`config.mk`:
```
export PLATFORM = sky130hd
export DESIGN_NAME = external_interrupt_edge_controller_unit
export DESIGN_NICKNAME = d
export VERILOG_FILES = /design/src/rtl/core/exti_pkg.sv /design/src/rtl/core/exti_line_mux.sv /design/src/rtl/core/exti_regfile.sv /design/src/rtl/core/external_interrupt_edge_controller_unit.sv
export SDC_FILE = /design/constraint.sdc
export NUM_CORES = 1
export LEC_CHECK = 0
export BUFFER_PORTS_ARGS = -buffer_cell sky130_fd_sc_hd__buf_4
export CAP_MARGIN = 10
export CORE_MARGIN = 2
export CORE_UTILIZATION = 63
export CTS_CLUSTER_SIZE = 40
export DETAILED_ROUTE_END_ITERATION = 10
export HOLD_SLACK_MARGIN = 0.02
export PLACE_DENSITY_LB_ADDON = 0.2
export SLEW_MARGIN = 20
export SYNTH_ARGS = -nofsm -noshare
export SYNTH_HDL_FRONTEND = slang
export SYNTH_SLANG_ARGS = --single-unit
```
`constraint.sdc`:
```
create_clock -name clk -period 8.58 [get_ports clk]
set_input_delay 1.716 -clock clk [delete_from_list [all_inputs] [get_ports clk]]
set_output_delay 1.716 -clock clk [all_outputs]
set_load 0.005 [all_outputs]
```
`src/rtl/core/exti_pkg.sv`:
```
`timescale 1ns / 1ps

package exti_pkg;

    // Fixed geometry of the register map and the pin bus.
    localparam int MAX_LINES  = 16;
    localparam int SEL_W      = 4;
    localparam int PORT_PINS  = 16;
    localparam int PIN_W      = 64;
    localparam int CHOICE_W   = MAX_LINES * SEL_W;
    localparam int IRQ_W      = 7;

    // Operation codes.
    localparam logic [1:0] OP_TICK  = 2'd0;
    localparam logic [1:0] OP_READ  = 2'd1;
    localparam logic [1:0] OP_WRITE = 2'd2;

    // Register select codes. Codes from REG_GROUP0 upward address port-select groups.
    localparam logic [2:0] REG_MASK    = 3'd0;
    localparam logic [2:0] REG_RISE    = 3'd1;
    localparam logic [2:0] REG_FALL    = 3'd2;
    localparam logic [2:0] REG_PEND    = 3'd3;
    localparam logic [2:0] REG_GROUP0  = 3'd4;

    typedef struct packed {
        logic [1:0]       operation;
        logic [2:0]       reg_select;
        logic [15:0]      write_data;
        logic [PIN_W-1:0] pin_levels;
    } cmd_word_t;

    typedef struct packed {
        logic [15:0]      read_data;
        logic [15:0]      pending_lines;
        logic [IRQ_W-1:0] irq_lines;
    } rsp_word_t;

endpackage

```
`src/rtl/core/exti_line_mux.sv`:
```
`timescale 1ns / 1ps

// Routes each line's level from the port picked by its selector. A selector
// that names no existing port gives level zero.
module exti_line_mux
    import exti_pkg::*;
#(
    parameter int NUM_PORTS = 4
)
(
    input  logic [PIN_W-1:0]     pin_levels,
    input  logic [CHOICE_W-1:0]  choice_flat,
    output logic [MAX_LINES-1:0] levels
);

    always_comb
    begin
        logic [SEL_W-1:0] port;
        levels = '0;
        for (int i = 0; i < MAX_LINES; i++)
        begin
            port = choice_flat[i*SEL_W +: SEL_W];
            if (port < SEL_W'(NUM_PORTS))
            begin
                levels[i] = pin_levels[{port[1:0], 4'(i)}];
            end
        end
    end

endmodule

```
`src/rtl/core/exti_regfile.sv`:
```
`timescale 1ns / 1ps

// Holds the controller state and executes one command word per enabled
// cycle, producing the matching response word.
module exti_regfile
    import exti_pkg::*;
#(
    parameter int NUM_PORTS = 4,
    parameter int NUM_LINES = 16
)
(
    input  logic      clk,
    input  logic      rst_n,
    input  logic      exec,
    input  cmd_word_t cmd,
    output rsp_word_t rsp
);

    localparam logic [MAX_LINES-1:0] LINE_BITS = MAX_LINES'((32'd1 << NUM_LINES) - 32'd1);

    logic [MAX_LINES-1:0] mask_reg, mask_next;
    logic [MAX_LINES-1:0] rise_en_reg, rise_en_next;
    logic [MAX_LINES-1:0] fall_en_reg, fall_en_next;
    logic [MAX_LINES-1:0] pend_reg, pend_next;
    logic [MAX_LINES-1:0] last_lvl_reg, last_lvl_next;
    logic [SEL_W-1:0]     choice_reg  [NUM_LINES];
    logic [SEL_W-1:0]     choice_next [NUM_LINES];

    logic [CHOICE_W-1:0]  choice_flat;
    logic [MAX_LINES-1:0] levels;
    logic [MAX_LINES-1:0] lv;
    logic [MAX_LINES-1:0] masked;
    logic [15:0]          read_data;

    // Lines that do not exist read back as port zero.
    for (genvar i = 0; i < MAX_LINES; i++)
    begin : g_flat
        if (i < NUM_LINES)
        begin : g_live
            assign choice_flat[i*SEL_W +: SEL_W] = choice_reg[i];
        end
        else
        begin : g_dead
            assign choice_flat[i*SEL_W +: SEL_W] = '0;
        end
    end

    exti_line_mux #(
        .NUM_PORTS (NUM_PORTS)
    ) u_line_mux (
        .pin_levels  (cmd.pin_levels),
        .choice_flat (choice_flat),
        .levels      (levels)
    );

    assign lv = levels & LINE_BITS;

    always_comb
    begin
        mask_next     = mask_reg;
        rise_en_next  = rise_en_reg;
        fall_en_next  = fall_en_reg;
        pend_next     = pend_reg;
        last_lvl_next = last_lvl_reg;
        choice_next   = choice_reg;
        read_data     = '0;

        case (cmd.operation)
            OP_TICK:
            begin
                // Both edge kinds compare against the level seen at the previous tick.
                pend_next = pend_reg | (((lv & ~last_lvl_reg & rise_en_reg)
                                       | (~lv & last_lvl_reg & fall_en_reg)) & LINE_BITS);
                last_lvl_next = lv;
            end
            OP_READ:
            begin
                case (cmd.reg_select)
                    REG_MASK: read_data = mask_reg;
                    REG_RISE: read_data = rise_en_reg;
                    REG_FALL: read_data = fall_en_reg;
                    REG_PEND: read_data = pend_reg;
                    default:  read_data = choice_flat[{cmd.reg_select[1:0], 4'd0} +: 16];
                endcase
            end
            OP_WRITE:
            begin
                case (cmd.reg_select)
                    REG_MASK: mask_next    = cmd.write_data & LINE_BITS;
                    REG_RISE: rise_en_next = cmd.write_data & LINE_BITS;
                    REG_FALL: fall_en_next = cmd.write_data & LINE_BITS;
                    REG_PEND: pend_next    = pend_reg & ~cmd.write_data & LINE_BITS;
                    default:
                    begin
                        for (int i = 0; i < NUM_LINES; i++)
                        begin
                            if (2'(i / 4) == cmd.reg_select[1:0])
                            begin
                                choice_next[i] = cmd.write_data[(i % 4)*SEL_W +: SEL_W];
                            end
                        end
                    end
                endcase
            end
            default:
            begin
                read_data = '0;
            end
        endcase
    end

    assign masked = pend_next & mask_next & LINE_BITS;

    always_comb
    begin
        rsp.read_data     = read_data;
        rsp.pending_lines = pend_next;
        rsp.irq_lines     = {|masked[15:10], |masked[9:5], masked[4:0]};
    end

    always_ff @(posedge clk or negedge rst_n)
    begin
        if (!rst_n)
        begin
            mask_reg     <= '0;
            rise_en_reg  <= '0;
            fall_en_reg  <= '0;
            pend_reg     <= '0;
            last_lvl_reg <= '0;
            for (int i = 0; i < NUM_LINES; i++)
            begin
                choice_reg[i] <= '0;
            end
        end
        else if (exec)
        begin
            mask_reg     <= mask_next;
            rise_en_reg  <= rise_en_next;
            fall_en_reg  <= fall_en_next;
            pend_reg     <= pend_next;
            last_lvl_reg <= last_lvl_next;
            choice_reg   <= choice_next;
        end
    end

endmodule

```
`src/rtl/core/external_interrupt_edge_controller_unit.sv`:
```
`timescale 1ns / 1ps

// External interrupt edge controller with up to sixteen lines.
// The command channel (cmd_valid, cmd_stall, cmd) carries one word per item:
// a pin sample tick with the levels of all GPIO ports, a register read, or a
// register write. Every command word yields exactly one response word on the
// response channel (rsp_valid, rsp_stall, rsp) holding the read data, the
// pending flags after the command, and the seven grouped interrupt lines.
// A command word is registered in the command register at the edge where it
// is accepted, executed against the register state once the response
// register is free or drains, and its response is registered in the response
// register at the edge where it executes. The execute step is narrow logic,
// so while the receiver does not hold rsp_stall a new command word is taken
// every cycle and throughput is one word per cycle.
// When the receiver holds rsp_stall, the response register keeps its word,
// the command register fills, and cmd_stall rises until the response drains.
// Reset clears all registers but the payload registers: every line masked, no
// edge enabled, nothing pending, all lines on port zero, and both channels empty.
module external_interrupt_edge_controller_unit
    import exti_pkg::*;
#(
    parameter int NUM_PORTS = 4,
    parameter int NUM_LINES = 16
)
(
    input  logic      clk,
    input  logic      rst_n,
    input  logic      cmd_valid,
    output logic      cmd_stall,
    input  cmd_word_t cmd,
    output logic      rsp_valid,
    input  logic      rsp_stall,
    output rsp_word_t rsp
);

    cmd_word_t cmd_reg;
    logic      cmd_vld_reg, cmd_vld_next;
    rsp_word_t rsp_reg;
    logic      rsp_vld_reg, rsp_vld_next;
    rsp_word_t rsp_result;
    logic      accept;
    logic      advance;

    // The held command executes when the response register is free or drains now.
    assign advance   = cmd_vld_reg && (!rsp_vld_reg || !rsp_stall);
    assign cmd_stall = cmd_vld_reg && !advance;
    assign accept    = cmd_valid && !cmd_stall;

    always_comb
    begin
        cmd_vld_next = cmd_vld_reg;
        if (accept)
        begin
            cmd_vld_next = 1'b1;
        end
        else if (advance)
        begin
            cmd_vld_next = 1'b0;
        end

        rsp_vld_next = rsp_vld_reg;
        if (advance)
        begin
            rsp_vld_next = 1'b1;
        end
        else if (rsp_vld_reg && !rsp_stall)
        begin
            rsp_vld_next = 1'b0;
        end
    end

    exti_regfile #(
        .NUM_PORTS (NUM_PORTS),
        .NUM_LINES (NUM_LINES)
    ) u_regfile (
        .clk   (clk),
        .rst_n (rst_n),
        .exec  (advance),
        .cmd   (cmd_reg),
        .rsp   (rsp_result)
    );

    always_ff @(posedge clk or negedge rst_n)
    begin
        if (!rst_n)
        begin
            cmd_vld_reg <= 1'b0;
            rsp_vld_reg <= 1'b0;
        end
        else
        begin
            cmd_vld_reg <= cmd_vld_next;
            rsp_vld_reg <= rsp_vld_next;
        end
    end

    // Payload registers carry no reset.
    always_ff @(posedge clk)
    begin
        if (accept)
        begin
            cmd_reg <= cmd;
        end
        if (advance)
        begin
            rsp_reg <= rsp_result;
        end
    end

    assign rsp_valid = rsp_vld_reg;
    assign rsp       = rsp_reg;

endmodule

```
==> qor.csv, run 1 <==
stage;metric;value;unit
outcome;status;finished clean;
floorplanning;die area;19900;µm²
timing;Final period util;0.454;
clock_network;CTS resizes;0;
pwr;LEAKAGE;0.00604;µW
synth;synthesized flop and latch total;270;
synth;area share of xor/xnor cells in the synthesized design;0;
timing;# setup viols final;0;
clock_network;Reg clk slew, reported paths;60;ps
timing;setup TNS;0;ps
place;Cell Area, Placed;13000;µm²
worst_setup_path;Worst Reg-to-Reg Cells;7;
floorplanning;Ports;130;
cells_and_area;fin nets;1000;
floorplanning;Rows;50;
min_path;hold crit path type;reg -> reg;
worst_setup_path;worst-path maximum fanout;51;
worst_setup_path;crit end category;flip-flop;
clock_network;CTS Root Cell;clkbuf_16;
timing;final worst slack;4690;ps
worst_setup_path;CP Cell Sequence;buf_4 -> nand2_1 -> nand2_4 -> inv_4 -> nand4b_4 -> nor3_2 -> buf_4 -> mux2_2;
worst_setup_path;CP Launch Type;input port;
detailed_routing;vias;7401;
min_path;Hold Path Depth;2;
clock_network;CTS tree;built;
synth;mux share of post-synthesis cell area;0.222;
synth;library cells used by synthesis;54;
floorplanning;Die Ht;141;µm
detailed_routing;DRT iter0 DRCs;762;
global_routing;Total GRT Usage;0.283;
global_routing;grt total ovfl;0;
place;post-detail-place hpwl;17600;µm
detailed_routing;WL/cell;23.7;µm
global_routing;first-pass GRT wire length;43000;µm
place;worst slack at placement;4160;ps
floorplanning;Die Wd;141;µm
synth;Post-Synth Adder-Cell Area;0;
worst_setup_path;Worst path most repeated cell;buf_4;
worst_setup_path;max incr delay on CP;720;ps
synth;complex-gate fraction of the synthesized area;0.0621;
cells_and_area;Final Cell Area;13900;µm²
timing;clock skew;9.47;ps
detailed_routing;vias per cell;6.34;
synth;EDFF count, synth;124;
timing;worst hold margin;514;ps
pwr;Peak VDD IR;179;µV
timing;Final min period;3890;ps
run;max_cap viols;0;
worst_setup_path;Crit-path slowest cell;nor3_2;
cells_and_area;Antenna Cells;0;
detailed_routing;Final ANT Viol Nets;0;
place;PortBufs;129;
synth;Synth Instances;776;
clock_network;Skew-Pair Late Insertion Delay;540;ps
synth;Post-synth top cells;146 x dfrtp_1, 124 x edfxtp_1, 113 x mux2_2;
global_routing;vias in the first global route;7666;
timing;Worst-Margin Slew;1100;ps
floorplanning;initial cell density of the core;0.637;
timing;Max Slew Vio Count;0;
synth;area share of and/or/nand/nor cells after synthesis;0.0731;
detailed_routing;Remaining DRCs;0;
cells_and_area;max FFs per register;85;
worst_setup_path;CP Class;in -> reg;
synth;Synth warnings;0;
pwr;Pwr Total;3490;µW
place;gpl congestion;0.903;
global_routing;largest net degree at the start of global routing;86;
synth;most common cell in the netlist;dfrtp_1;
synth;Async S/R FF share, synth;0.541;
worst_setup_path;WP depth;8;
clock_network;total CTS buffers;28;
synth;Avg Inst Size Synth;15.2;µm²
clock_network;postcts setup bufs;0;
clock_network;H-tree levels;1;
synth;sequential fraction of the synthesis area;0.624;
clock_network;hold buffers post-CTS;0;
synth;syn_nets;865;
timing;RSZ-0062 raised after global routing;false;
timing;Worst slew margin;0.267;
worst_setup_path;Worst Path Required;9000;ps
global_routing;antenna violations before repair;0;
cells_and_area;P&R area growth vs syn;17.5;%
clock_network;Max Buffers Root-to-Sink;3;
worst_setup_path;Critical path buffers and inverters;3;
synth;largest family of logic cells by synthesized area;multiplexers;
detailed_routing;WL final;27600;µm
synth;synthesized area;11800;µm²
floorplanning;Placeable Area;18600;µm²
timing;f_max;257;MHz
worst_setup_path;worst path arrival time;4310;ps
worst_setup_path;CP top delay family;simple AND/OR/NAND/NOR gates;
clock_network;CTS Sinks;270;
synth;share of the synthesized area in the top cell type;0.315;
timing;final hold vios;0;
detailed_routing;total iterations of the first detailed-routing run;5;
synth;main flop type after synthesis;dfrtp_1;
synth;largest cells by area after synthesis;edfxtp_1 31%, dfrtp_1 31%, mux2_2 11%;
cells_and_area;fraction of layout instances using a drive strength above 1;0.389;
synth;area leader, netlist;edfxtp_1;
pwr;power per cell area;251;nW/µm²
tightest hold or removal path, stage by stage (launching register included):
cell,delay [ps]
dfrtp_1,370
nand2_1,50
o21ai_0,60
worst paths after layout:
check | from | end | slack (ps)
worst min register to register | u_regfile.last_lvl_reg[15]$_DFFE_PN0P_ | u_regfile.last_lvl_reg[15]$_DFFE_PN0P_ | 510
worst max register to register | rsp_valid$_DFFE_PN0P_ | u_regfile.choice_flat[37]$_DFFE_PN0P_ | 5560
worst min-delay path | u_regfile.last_lvl_reg[15]$_DFFE_PN0P_ | u_regfile.last_lvl_reg[15]$_DFFE_PN0P_ | 510
min in group asynchronous | rst_n | cmd_vld_reg$_DFFE_PN0P_ | 1170
worst max-delay path | rsp_stall | u_regfile.choice_flat[37]$_DFFE_PN0P_ | 4690
max in group asynchronous | rst_n | u_regfile.choice_flat[4]$_DFFE_PN0P_ | 6220
cell usage in the layout (no fill, tap or decap), types with 3 or more instances in the layout:
cell type	synthesis	routed
a21oi_1	14	14
clkbuf_8	0	4
mux4_2	41	41
mux2i_1	31	31
edfxtp_1	124	124
o22a_1	5	5
clkbuf_16	0	29
a2bb2oi_1	6	6
o21ai_0	22	22
clkbuf_1	16	16
a21boi_0	11	11
o221a_2	5	5
mux2_2	113	113
nand3_1	4	4
nor3_2	3	3
a2111oi_2	5	5
nand2b_1	10	10
inv_1	12	12
nand2_1	88	88
o32a_1	6	6
buf_4	4	137
mux2_4	7	7
a221oi_1	5	5
nor2b_1	5	5
dfrtp_1	146	146
a211oi_1	5	5
nor2_1	32	32
and4b_1	4	4
layout make-up:
class                   count  area (µm²)
repair buffers            140        1080
well taps                 234         293
clock buffers              49         841
inverters                  13        51.3
fillers                  1113        4680
flip-flops and latches    270        7380
multi-input cells         458        4220
clock inverters             3        40.0
cells by family after synthesis:
kind of cell / Yosys count
AND/OR/NAND/NOR: 169
flip-flops: 270
AO/OA/AOI/OAI: 96
multiplexers: 193
buffers and inverters: 48
layer usage:
layer,part of all wire,vias up,global-route usage
li1,-,3226,-
met1,0.40,3804,0.374
met2,0.50,297,0.474
met3,0.060,74,0.0557
met4,0.034,0,0.103
met5,0,-,0
where the power goes:
group | internal [µW] | total (µW) | switching (µW) | leakage, µW
sequential | 1560 | 1740 | 179 | 0.00311
clock | 688 | 1170 | 478 | 0.000427
combinational | 318 | 577 | 259 | 0.00250
total | 2570 | 3490 | 915 | 0.00604
per-stage QoR:
stage	util	std cells
floorplan	-	776
global placement	0.699	1114
detailed placement	0.699	1114
CTS	0.747	1166
global route	0.748	1167
finish	0.748	1167
No activity file was read; power rests on OpenSTA's default activity.
==> run 2: changes to the inputs <==
Settings changed: CORE_UTILIZATION 63 to 53.
Clock period 8.58 ns to 3.13 ns, I/O delays scaled along.
==> run 2 against run 1 <==
  * Core utilization is 10 points lower
  * Critical path depth is 1 lower
  * Register-to-register slack worse by 4800 ps
  * Sequential share of layout area is 0.87 points lower
  * Highest routed layer unchanged
==> qor.csv, run 2 (same netlist as run 1, synthesis figures left out) <==
stage;metric;value;unit;change
detailed_routing;vias per cell;5.99;;was 6.34
clock_network;Reg clk slew, reported paths;60;ps;about the same
timing;final worst slack;784;ps;was 4690 ps
detailed_routing;WL final;28200;µm;was 27600 µm
global_routing;largest net degree at the start of global routing;71;;was 86
timing;final hold vios;0;;unchanged
clock_network;Max Buffers Root-to-Sink;3;;unchanged
clock_network;CTS Root Cell;clkbuf_16;;unchanged
worst_setup_path;Worst Path Required;3560;ps;was 9000 ps
worst_setup_path;worst-path maximum fanout;18;;was 51
place;post-detail-place hpwl;19400;µm;was 17600 µm
timing;Worst slew margin;0.361;;was 0.267
timing;Final period util;0.750;;
global_routing;grt total ovfl;0;;unchanged
worst_setup_path;CP Class;reg -> reg;;was in -> reg
timing;Final min period;2350;ps;
timing;Worst-Margin Slew;958;ps;was 1100 ps
cells_and_area;final core utilization;0.646;;was 0.748
timing;worst hold margin;30.0;ps;was 514 ps
pwr;LEAKAGE;0.00615;µW;was 0.00604 µW
floorplanning;initial cell density of the core;0.540;;was 0.637
floorplanning;Placeable Area;21900;µm²;was 18600 µm²
detailed_routing;Final ANT Viol Nets;0;;unchanged
worst_setup_path;CP Launch Type;flip-flop;;was input port
clock_network;CTS tree;built;;unchanged
floorplanning;Rows;54;;was 50
cells_and_area;Antenna Cells;0;;unchanged
detailed_routing;WL/cell;22.9;µm;was 23.7 µm
min_path;hold crit path type;in -> async;;was reg -> reg
detailed_routing;total iterations of the first detailed-routing run;5;;unchanged
run;max_cap viols;0;;unchanged
global_routing;first-pass GRT wire length;44100;µm;was 43000 µm
cells_and_area;P&R area growth vs syn;19.5;%;was 17.5%
detailed_routing;vias;7389;;was 7401
place;gpl congestion;0.850;;was 0.903
cells_and_area;Final Cell Area;14100;µm²;was 13900 µm²
floorplanning;Ports;130;;unchanged
global_routing;Total GRT Usage;0.241;;was 0.283
global_routing;vias in the first global route;7791;;was 7666
timing;setup TNS;0;ps;unchanged
global_routing;antenna violations before repair;0;;unchanged
timing;RSZ-0062 raised after global routing;false;;unchanged
floorplanning;die area;23500;µm²;was 19900 µm²
cells_and_area;commonest non-fill, non-tap cell in the layout;buf_4;;was dfrtp_1
clock_network;H-tree levels;1;;unchanged
place;worst slack at placement;440;ps;was 4160 ps
worst_setup_path;crit end category;flip-flop;;unchanged
timing;Max Slew Vio Count;0;;unchanged
cells_and_area;fraction of layout instances using a drive strength above 1;0.404;;was 0.389
timing;# setup viols final;0;;unchanged
worst_setup_path;worst path arrival time;2780;ps;was 4310 ps
cells_and_area;commonest cells after routing, fill and taps aside;156 x buf_4, 146 x dfrtp_1, 124 x edfxtp_1;;was 146 x dfrtp_1, 137 x buf_4, 124 x edfxtp_1
detailed_routing;DRT iter0 DRCs;591;;was 762
clock_network;postcts setup bufs;0;;unchanged
outcome;status;finished clean;;unchanged
clock_network;CTS Sinks;270;;unchanged
clock_network;CTS resizes;0;;unchanged
clock_network;Skew-Pair Late Insertion Delay;540;ps;about the same
pwr;power per cell area;682;nW/µm²;was 251 nW/µm²
place;PortBufs;129;;unchanged
cells_and_area;fin nets;1020;;was 1000
pwr;Peak VDD IR;471;µV;was 179 µV
cells_and_area;max FFs per register;85;;unchanged
detailed_routing;Remaining DRCs;0;;unchanged
clock_network;hold buffers post-CTS;0;;unchanged
floorplanning;Die Wd;153;µm;was 141 µm
timing;f_max;426;MHz;
timing;clock skew;8.76;ps;was 9.47 ps
clock_network;total CTS buffers;29;;was 28
floorplanning;Die Ht;153;µm;was 141 µm
place;Cell Area, Placed;13200;µm²;was 13000 µm²
-- run 2: cell type report --
| class | count | area (µm²) |
|---|---|---|
| clock buffers | 47 | 845 |
| clock inverters | 7 | 66.3 |
| fillers | 1627 | 7750 |
| inverters | 13 | 51.3 |
| multi-input cells | 458 | 4220 |
| flip-flops and latches | 270 | 7380 |
| well taps | 280 | 350 |
| repair buffers | 159 | 1220 |
-- run 2: per-layer routing --
layer  GRT usage  wire, µm  vias to the layer above
li1            -         -                     3264
met1       0.324     11500                     3771
met2       0.406     14000                      287
met3      0.0369      1760                       67
met4      0.0852       975                        0
met5           0         0                        -
-- run 2: where the power goes --
group	internal, µW	total [µW]	switching [µW]
Combinational	888	1610	723
Clock	1920	3270	1350
Sequential	4290	4750	468
Total	7100	9640	2540
-- run 2: path summary, 6_finish.rpt --
| check | end | startpoint | slack (ps) | cells past startpoint |
|---|---|---|---|---|
| min in group clk | cmd_reg[50]$_DFFE_PP_ | cmd[50] | 250 | 1 |
| min reg2reg | u_regfile.last_lvl_reg[0]$_DFFE_PN0P_ | u_regfile.last_lvl_reg[0]$_DFFE_PN0P_ | 500 | 2 |
| max reg2reg | u_regfile.choice_flat[59]$_DFFE_PN0P_ | rsp_valid$_DFFE_PN0P_ | 780 | 7 |
| min | cmd_vld_reg$_DFFE_PN0P_ | rst_n | 30 | 1 |
| max in group asynchronous | u_regfile.rise_en_reg[4]$_DFFE_PN0P_ | rst_n | 2320 | 2 |
| max | u_regfile.choice_flat[59]$_DFFE_PN0P_ | rsp_valid$_DFFE_PN0P_ | 780 | 7 |
-- run 2: worst max-delay path, stage by stage (launching register included) --
cell and delay, ps:
dfrtp_1 390, nand2_1 130, nand2_4 70, inv_4 230, nand4b_4 170, or3_1 630
buf_4 300, mux2_4 300
-- run 2: stage by stage --
| step | total power, µW | instances |
|---|---|---|
| 2_1_floorplan | 5740 | 776 |
| 3_3_place_gp | 6300 | 1180 |
| 3_5_place_dp | 6410 | 1180 |
| 4_1_cts | 9690 | 1234 |
| 5_1_grt | 10000 | 1234 |
| 6_report | 9640 | 1234 |
==> run 3: changes to the inputs <==
Clock period 3.13 ns to 2.05 ns, I/O delays scaled along.
==> run 3 against run 2 <==
  * Combinational power rose by 66%
  * Fmax up 18%
  * Highest routed layer unchanged
  * Routed wire length rose by 0.30%
  * Global-route usage about the same
  * Largest power group unchanged
  * Final cell count grew 4.2%
  * Critical path type unchanged
  * Sequential power is 52% higher
  * Non-clock buffer count grew 53
==> qor.csv, run 3 (same netlist as run 1, synthesis figures left out) <==
stage;metric;value;unit;change
outcome;status;finished clean;;unchanged
detailed_routing;vias per cell;5.84;;was 5.99
min_path;hold crit path type;in -> reg;;was in -> async
pwr;power share of the clock group;0.346;;was 0.339
timing;RSZ-0062 raised after global routing;true;;was false
clock_network;Reg clk slew, reported paths;60;ps;about the same
pwr;LEAKAGE;0.00644;µW;was 0.00615 µW
pwr;power per cell area;1030;nW/µm²;was 682 nW/µm²
place;PortBufs;129;;unchanged
detailed_routing;vias;7512;;was 7389
global_routing;Total GRT Usage;0.241;;about the same
worst_setup_path;CP Launch Type;flip-flop;;unchanged
detailed_routing;wl on met1;11800;µm;was 11500 µm
global_routing;first-pass GRT wire length;44400;µm;was 44100 µm
pwr;sw frac;0.260;;was 0.264
worst_setup_path;worst path arrival time;2280;ps;was 2780 ps
worst_setup_path;worst-path maximum fanout;3;;was 18
cells_and_area;fraction of layout instances using a drive strength above 1;0.427;;was 0.404
global_routing;antenna violations before repair;0;;unchanged
detailed_routing;DRT iter0 DRCs;609;;was 591
pwr;sequential share of power;0.478;;was 0.493
detailed_routing;WL final;28300;µm;was 28200 µm
timing;Final min period;1990;ps;was 2350 ps
detailed_routing;met3 routed WL;1560;µm;was 1760 µm
cells_and_area;Layout Cells excl Fill;1286;;was 1234
floorplanning;initial cell density of the core;0.540;;unchanged
cells_and_area;final core utilization;0.673;;was 0.646
pwr;Peak VDD IR;663;µV;was 471 µV
global_routing;grt total ovfl;0;;unchanged
cells_and_area;P&R area growth vs syn;24.5;%;was 19.5%
pwr;Pwr Total;15100;µW;was 9640 µW
worst_setup_path;Reg2Reg Capture Point;rsp[6]$_DFFE_PP_;;was u_regfile.choice_flat[59]$_DFFE_PN0P_
floorplanning;die area;23500;µm²;unchanged
min_path;Hold Path Depth;1;;
cells_and_area;commonest non-fill, non-tap cell in the layout;buf_4;;unchanged
min_path;hold endpoint;cmd_reg[30]$_DFFE_PP_;;
timing;clock skew;24.3;ps;was 8.76 ps
clock_network;CTS tree;built;;unchanged
timing;Worst-Margin Slew;464;ps;was 958 ps
worst_setup_path;reg2reg setup slack;60;ps;was 780 ps
cells_and_area;max FFs per register;85;;unchanged
place;post-detail-place hpwl;20000;µm;was 19400 µm
place;gpl congestion;0.890;;was 0.850
clock_network;H-tree levels;1;;unchanged
place;placed cells;1219;;was 1180
timing;setup TNS;0;ps;unchanged
global_routing;vias in the first global route;7900;;was 7791
detailed_routing;Final ANT Viol Nets;0;;unchanged
timing;f_max;503;MHz;was 426 MHz
pwr;Internal;11200;µW;was 7100 µW
cells_and_area;commonest cells after routing, fill and taps aside;189 x buf_4, 146 x dfrtp_1, 124 x edfxtp_1;;was 156 x buf_4, 146 x dfrtp_1, 124 x edfxtp_1
floorplanning;Die Wd;153;µm;unchanged
clock_network;total CTS buffers;29;;unchanged
clock_network;Max Buffers Root-to-Sink;3;;unchanged
worst_setup_path;Worst Reg-to-Reg Cells;5;;was 7
global_routing;largest net degree at the start of global routing;49;;was 71
floorplanning;Die Ht;153;µm;unchanged
clock_network;CTS Sinks;270;;unchanged
min_path;hold_sp;cmd[30];;
clock_network;CTS Root Cell;clkbuf_16;;unchanged
detailed_routing;highest routed layer;met4;;unchanged
timing;Max Slew Vio Count;0;;unchanged
timing;Final period util;0.969;;was 0.750
cells_and_area;fin nets;1073;;was 1020
worst_setup_path;crit end category;flip-flop;;unchanged
floorplanning;Placeable Area;21900;µm²;unchanged
worst_setup_path;Worst Path Required;2350;ps;was 3560 ps
timing;final hold vios;0;;unchanged
cells_and_area;fill count;1545;;was 1627
floorplanning;Ports;130;;unchanged
detailed_routing;total iterations of the first detailed-routing run;5;;unchanged
worst_setup_path;CP Class;reg -> reg;;unchanged
pwr;Switch Pwr;3950;µW;was 2540 µW
pwr;Comb power frac;0.176;;was 0.167
run;max_cap viols;0;;unchanged
floorplanning;Rows;54;;unchanged
clock_network;Skew-Pair Late Insertion Delay;550;ps;was 540 ps
detailed_routing;Remaining DRCs;0;;unchanged
detailed_routing;Routed met2 length;14100;µm;was 14000 µm
detailed_routing;WL/cell;22.0;µm;was 22.9 µm
timing;Worst slew margin;0.691;;was 0.361
worst_setup_path;FF-to-FF Start;u_regfile.choice_flat[56]$_DFFE_PN0P_;;was rsp_valid$_DFFE_PN0P_
cells_and_area;Antenna Cells;0;;unchanged
timing;# setup viols final;0;;unchanged
[run 3: changes by cell type in the layout (fill, tap and decap cells not counted), sizes merged]
cell | previous run | this run
clkbuf | 47 | 44
clkinv | 4 | 6
dlygate4sd3 | 0 | 14
bufinv | 1 | 2
inv | 15 | 14
buf | 159 | 198
[run 3: how the worst max path moves through the flow]
stage / slack (ps) / endpoint / start / depth (start not counted)
after global routing: -20 / rsp[6]$_DFFE_PP_ / u_regfile.choice_flat[56]$_DFFE_PN0P_ / 5
final: 60 / rsp[6]$_DFFE_PP_ / u_regfile.choice_flat[56]$_DFFE_PN0P_ / 5
after floorplan: 20 / cmd_reg[0]$_DFFE_PP_ / cmd_vld_reg$_DFFE_PN0P_ / 2
after detailed placement: 8 / rsp[2]$_DFFE_PP_ / u_regfile.choice_flat[8]$_DFFE_PN0P_ / 6
after CTS: 50 / u_regfile.choice_flat[51]$_DFFE_PN0P_ / cmd_reg[80]$_DFFE_PP_ / 6
after global placement: 60 / rsp[2]$_DFFE_PP_ / u_regfile.choice_flat[8]$_DFFE_PN0P_ / 6
[run 3: through the flow]
stage / hold slack, ps / cell area, µm² / setup WS (ps)
finish: 35.0 / 14700 / 63.8
CTS: 20.2 / 14700 / 51.4
global placement: 378 / 13600 / 60.9
global route: 19.1 / 14700 / -17.0
floorplan: 114 / 11800 / 15.9
detailed placement: 380 / 13600 / 8.13
[run 3: layout make-up]
| type | instances | area, µm² | area share |
|---|---|---|---|
| tap | 280 | 350 | 0.0238 |
| sequential | 270 | 7380 | 0.501 |
| clock buffer | 44 | 865 | 0.0587 |
| timing repair buffer | 212 | 1720 | 0.117 |
| clock inverter | 9 | 96.3 | 0.00654 |
| inverter | 13 | 51.3 | 0.00348 |
| multi-input combinational | 458 | 4270 | 0.290 |
[run 3: critical path, cell delays in order, from the launching register on]
cell     delay (ps)
dfrtp_1         380
mux4_2          560
and4b_1         210
o32a_1          330
a22oi_2         160
nand3_1          80
[run 3: what timing repair did]
| item | CTS | global route |
|---|---|---|
| hold endpoints to repair | 55 | 2 |
| gates resized for setup | 1 | 5 |
| setup buffers | 0 | 0 |
| pin swaps | 1 | 1 |
| hold buffers | 12 | 2 |
| endpoints found under the setup margin | 1 | 5 |
[run 3: layer usage]
layer / global-route usage / vias to the layer above
li1: - / 3366
met1: 0.333 / 3823
met2: 0.401 / 256
met3: 0.0366 / 67
met4: 0.0743 / 0
met5: 0 / -
[run 3: power by group through the flow]
stage / Clock [µW] / Sequential, µW / Combinational (µW)
after floorplan: 0 / 7080 / 1690
after global placement: 0 / 7250 / 2500
after detailed placement: 0 / 7320 / 2590
after CTS: 5300 / 7220 / 2630
after global routing: 5550 / 7330 / 2880
final: 5240 / 7240 / 2670
